### config.mk
export PLATFORM = sky130hd
export DESIGN_NAME = bir_ctrl
export DESIGN_NICKNAME = d
export VERILOG_FILES = /design/src/sv/assert_macros.svh /design/src/sv/bir_pkg.sv /design/src/sv/bir_ctrl.sv
export SDC_FILE = /design/constraint.sdc
export NUM_CORES = 1
export LEC_CHECK = 0
export ABC_AREA = 1
export BUFFER_PORTS_ARGS = -buffer_cell sky130_fd_sc_hd__clkbuf_2
export CAP_MARGIN = 5
export CELL_PAD_IN_SITES_DETAIL_PLACEMENT = 0
export CELL_PAD_IN_SITES_GLOBAL_PLACEMENT = 1
export CORE_AREA = 2 2 39 41
export CTS_BUF_LIST = sky130_fd_sc_hd__clkbuf_2 sky130_fd_sc_hd__clkbuf_4 sky130_fd_sc_hd__clkbuf_8
export CTS_CLUSTER_DIAMETER = 60
export DETAILED_ROUTE_END_ITERATION = 7
export DIE_AREA = 0 0 41 43
export PLACE_DENSITY = 0.73
export SETUP_SLACK_MARGIN = 0.02
export SYNTH_ARGS = -nofsm -noshare
export SYNTH_HDL_FRONTEND = slang
export SYNTH_SLANG_ARGS = --single-unit
### constraint.sdc
create_clock -name clk -period 1.45 [get_ports clk]
set_input_delay 0.3625 -clock clk [delete_from_list [all_inputs] [get_ports clk]]
set_output_delay 0.3625 -clock clk [all_outputs]
set_load 0.005 [all_outputs]
### src/sv/assert_macros.svh
// Assertion macros used by the top level of the bilinear resize block.
`ifndef ASSERT_MACROS_SVH
`define ASSERT_MACROS_SVH

// Same-cycle implication, checked outside reset.
`define ASSERT_IMPL(label, clk, rst_n, ante, cons) \
	label: assert property (@(posedge clk) disable iff (!(rst_n)) (ante) |-> (cons)) \
		else $error("implication check failed");

// Next-cycle implication, checked outside reset.
`define ASSERT_NEXT(label, clk, rst_n, ante, cons) \
	label: assert property (@(posedge clk) disable iff (!(rst_n)) (ante) |=> (cons)) \
		else $error("next-cycle check failed");

`endif

### src/sv/bir_pkg.sv
// Package for the bilinear resize block: widths, codes, state and command types.
`default_nettype none
package bir_pkg;

	localparam int unsigned DEF_MAX_SRC_WIDTH  = 512;
	localparam int unsigned DEF_MAX_SRC_HEIGHT = 512;

	localparam int unsigned COORD_W = 12;
	localparam int unsigned CHAN_W  = 8;
	localparam int unsigned PIX_W   = 3 * CHAN_W;
	localparam int unsigned TDATA_W = 48;
	localparam int unsigned SIZE_W  = 10;
	localparam int unsigned STEP_W  = 26;
	localparam int unsigned CFG_W   = 26;
	localparam int unsigned CFG_IDX_W = 2;

	localparam logic [SIZE_W-1:0] RST_SRC_WIDTH  = SIZE_W'(512);
	localparam logic [SIZE_W-1:0] RST_SRC_HEIGHT = SIZE_W'(512);
	localparam logic [STEP_W-1:0] RST_STEP       = STEP_W'(65536);

	// Register indexes on the configuration port
	localparam logic [CFG_IDX_W-1:0] CFG_SRC_WIDTH  = 2'd0;
	localparam logic [CFG_IDX_W-1:0] CFG_SRC_HEIGHT = 2'd1;
	localparam logic [CFG_IDX_W-1:0] CFG_X_STEP     = 2'd2;
	localparam logic [CFG_IDX_W-1:0] CFG_Y_STEP     = 2'd3;

	// Beat kinds on tuser
	localparam logic FUNC_WRITE  = 1'b0;
	localparam logic FUNC_SAMPLE = 1'b1;

	// Neighbour codes: top-left, top-right, bottom-left, bottom-right
	localparam logic [1:0] NB_TL = 2'd0;
	localparam logic [1:0] NB_TR = 2'd1;
	localparam logic [1:0] NB_BL = 2'd2;
	localparam logic [1:0] NB_BR = 2'd3;

	typedef enum logic [3:0] {
		ST_IDLE,
		ST_MUL,
		ST_CLAMP,
		ST_RD0,
		ST_RD1,
		ST_RD2,
		ST_RD3,
		ST_HOR,
		ST_VER
	} bir_state_t;

	typedef struct packed {
		logic       wr_en;
		logic       latch;
		logic       mul_en;
		logic       clamp_en;
		logic       rd_en;
		logic [1:0] rd_sel;
		logic       cap_en;
		logic [1:0] cap_sel;
		logic       hor_en;
		logic       out_load;
	} bir_cmd_t;

	typedef struct packed {
		logic out_free;
	} bir_sts_t;

endpackage
`default_nettype wire

### src/sv/bir_ctrl.sv
// Controller of the bilinear resize block: issues pixel writes and sequences one sample through the datapath.
`default_nettype none
module bir_ctrl (
	input  wire logic          clk,
	input  wire logic          arst_n,
	input  wire logic          s_tvalid,
	input  wire logic          func,
	output logic               s_tready,
	input  bir_pkg::bir_sts_t  sts,
	output bir_pkg::bir_cmd_t  cmd
);

	bir_pkg::bir_state_t state_q, state_nxt;

	always_ff @(posedge clk or negedge arst_n) begin
		if (!arst_n) begin
			state_q <= bir_pkg::ST_IDLE;
		end else begin
			state_q <= state_nxt;
		end
	end

	always_comb begin
		state_nxt = state_q;
		case (state_q)
			bir_pkg::ST_IDLE: begin
				if (s_tvalid && func == bir_pkg::FUNC_SAMPLE) state_nxt = bir_pkg::ST_MUL;
			end
			bir_pkg::ST_MUL:   state_nxt = bir_pkg::ST_CLAMP;
			bir_pkg::ST_CLAMP: state_nxt = bir_pkg::ST_RD0;
			bir_pkg::ST_RD0:   state_nxt = bir_pkg::ST_RD1;
			bir_pkg::ST_RD1:   state_nxt = bir_pkg::ST_RD2;
			bir_pkg::ST_RD2:   state_nxt = bir_pkg::ST_RD3;
			bir_pkg::ST_RD3:   state_nxt = bir_pkg::ST_HOR;
			bir_pkg::ST_HOR:   state_nxt = bir_pkg::ST_VER;
			bir_pkg::ST_VER: begin
				if (sts.out_free) state_nxt = bir_pkg::ST_IDLE;
			end
			default: state_nxt = bir_pkg::ST_IDLE;
		endcase
	end

	always_comb begin
		cmd      = '0;
		s_tready = 1'b0;
		case (state_q)
			bir_pkg::ST_IDLE: begin
				s_tready  = 1'b1;
				cmd.wr_en = s_tvalid && func == bir_pkg::FUNC_WRITE;
				cmd.latch = s_tvalid && func == bir_pkg::FUNC_SAMPLE;
			end
			bir_pkg::ST_MUL:   cmd.mul_en = 1'b1;
			bir_pkg::ST_CLAMP: cmd.clamp_en = 1'b1;
			bir_pkg::ST_RD0: begin
				cmd.rd_en  = 1'b1;
				cmd.rd_sel = bir_pkg::NB_TL;
			end
			bir_pkg::ST_RD1: begin
				cmd.rd_en   = 1'b1;
				cmd.rd_sel  = bir_pkg::NB_TR;
				cmd.cap_en  = 1'b1;
				cmd.cap_sel = bir_pkg::NB_TL;
			end
			bir_pkg::ST_RD2: begin
				cmd.rd_en   = 1'b1;
				cmd.rd_sel  = bir_pkg::NB_BL;
				cmd.cap_en  = 1'b1;
				cmd.cap_sel = bir_pkg::NB_TR;
			end
			bir_pkg::ST_RD3: begin
				cmd.rd_en   = 1'b1;
				cmd.rd_sel  = bir_pkg::NB_BR;
				cmd.cap_en  = 1'b1;
				cmd.cap_sel = bir_pkg::NB_BL;
			end
			bir_pkg::ST_HOR: cmd.hor_en = 1'b1;
			bir_pkg::ST_VER: cmd.out_load = sts.out_free;
			default: begin
				cmd = '0;
			end
		endcase
	end

endmodule
`default_nettype wire

==> qor.txt <==
Number of max-cap violations - 0
Worst-path cell with the longest stage delay - dfrtp_2
Reg with most FFs - state_q
Syn-to-layout area delta - 98.7%
Final Max Tran Viols - 0
Cts bufs inserted - 3
Die Wd - 41 um
Crit path DAT - 1180 ps
Most frequent cells after synthesis - nor2_1, nand2_1, dfrtp_1, inv_2, nand2_2
Multi-input gate area - 191 um2
Initial antenna violation count - 0
Buf+Inv Stages, Crit Path - 3
LEAKAGE - 0.306 nW
Hold Path Class - input pin to async pin
Sequential cell area - 105 um2
FF+latch count, synth - 4
Peak Freq - 650 MHz
Cell Pwr Density - 2370 mW/mm2
Slew HR - 89.2%
Sequential share of the synthesized area - 35.9%
Longest Clk Path Bufs - 2
Root Driver - clkbuf_4
Synthesized Nets - 46
Ys async rst share - 100%
Vias/cell - 4.12
CP startpoint kind - register
Port Buffer Count - 17
Layout Cell Area excl Fill - 554 um2
Top flop regs - state_q x4
Drt first-iter violations - 5
H-tree depth - 1
Post-Syn Area - 279 um2
CP Max Fanout - 7
Fin crit share - 106%
Setup slack, reg-to-reg - 300 ps
Clk_skew - 3.44 ps
Pin count of the biggest net entering global routing - 8
Critical Path RT - 1090 ps
Top_reg_cell synth - dfrtp_1
Die Ht - 43 um
Clk slew on worst S/H paths - 40 ps
Die area - 0.00176 mm2
Core region area - 0.00138 mm2
IO Count - 18
Top cells by area, synth - dfrtp_1, nor2_1, nand2_2, nand2_1, nor2_2
Synthesized area per cell - 6.81 um2
Drt total wl - 770 um
Fillers - 152
Number of cell rows - 14
Synth cell types - 13
Post-DP Area - 392 um2
Final setup vio count - 7
Routed Antenna Nets - 0
DPL Wire Length - 549 um
Vias - 375
Final weighted congestion in routability-driven placement - 0.701
Tightest Pin Transition - 160 ps
Syn. warnings - 0
Detailed-route DRC error count - 0
Final nets - 82
Sink Count - 4
Final WS setup - -87.7 ps
Area leader, netlist - dfrtp_1
Critical path capture point type - primary output
Hold_ws - 466 ps
CTS tree - built
Violations in the final reports - setup timing
CP delay by family, top - flip-flops
Period minus WS final - 1540 ps
Max IR drop VDD - 0.00100 V
Endpoints failing hold - 0
GRT Residual Overflow - 0
EDFF count, synth - 0
RSZ-0062 raised after global routing - true
WS Path Type - register to primary output
Crit-path cells - inv_2 -> nand2_4 -> buf_4 -> nor2_2 -> buf_2
Largest register FFs - 4
Cell with the most instances after synthesis - nor2_1
Status - complete, but fails checks
First-pass iteration count of the detailed router - 3
First-pass GRT wire length - 1230 um
Ratio of cells with drive above 1 in the final layout - 73.3%
Clock latency on the worst-skew pair - 230 ps
Yosys top cell area share - 35.9%
Tot GR Track Use - 10.2%
Drt wl/cell - 8.46 um
Post-Syn Instances - 41
CP max stage delay - 430 ps
Initial Util - 20.2%
Vias in the first global route - 336
ANT cells - 0
-- layout by cell type, fill, tap and decap left out, drive strengths merged --
cell type    count
o21bai           2
buf             21
or2              1
dlygate4sd3      1
o21ai            1
inv              6
dfrtp            4
nor3             1
nand3            2
nand2            9
a21oi            1
nor2            14
clkbuf          12
-- report_power, final --
part           total, mW  switching (mW)  internal [mW]
logic              0.912           0.416          0.496
clock network      0.133          0.0410         0.0923
registers          0.269          0.0918          0.177
-- metrics by stage --
step	total power, mW	worst slack [ps]	TNS (ps)	utilization, %	instances
2_1_floorplan	0.586	224	0	-	41
3_3_place_gp	0.806	81.4	0	28.3	75
3_5_place_dp	0.813	86.5	0	28.3	75
4_1_cts	1.16	-93.6	-469	35.8	85
5_1_grt	1.43	-173	-1350	40.1	91
6_report	1.31	-87.7	-500	40.1	91
-- worst register-to-register path: cells and delay by family, from the launching register on --
family	cells	cell delay, ps
buf+inv	3	310
flops	1	440
simple gates	4	310
-- cell type report --
cell class | instances | share of cell area, %
repair buffers | 31 | 34.8
multi-input cells | 31 | 34.5
flip-flops and latches | 4 | 19.0
clock buffers | 3 | 4.06
inverters | 6 | 4.06
well taps | 16 | 3.61
-- timing repair --
item | 4_1_cts | 5_1_grt
cloned | 0 | 0
hold buffers | 1 | 0
setup endpoints to repair | 10 | 13
resized for setup | 9 | 13
pin swaps | 7 | 2
setup buffers | 6 | 6
endpoints found under the hold margin | 4 | 0
-- worst paths after layout --
path / from / end / cells after the start
min in group clk: sts / state_q[3] / 4
worst max register to register: state_q[1] / state_q[0] / 7
worst min-delay path: arst_n / state_q[0] / 2
worst max-delay path: state_q[3] / cmd[3] / 5
max in group asynchronous: arst_n / state_q[1] / 2
worst min register to register: state_q[3] / state_q[1] / 1
-- per-layer routing --
| layer | vias to the layer above | global-route usage (%) | wire length, um |
|---|---|---|---|
| li1 | 194 | - | - |
| met1 | 176 | 12.1 | 303 |
| met2 | 5 | 16.3 | 436 |
| met3 | 0 | 6.28 | 30 |
| met4 | 0 | 0 | 0 |
| met5 | - | 0 | 0 |
-- kinds of logic after synthesis --
group / synth area share, %
simple gates: 45.7
flops: 35.9
buf+inv: 8.07
compound gates: 10.3
Power figures use the tool's default switching activity.
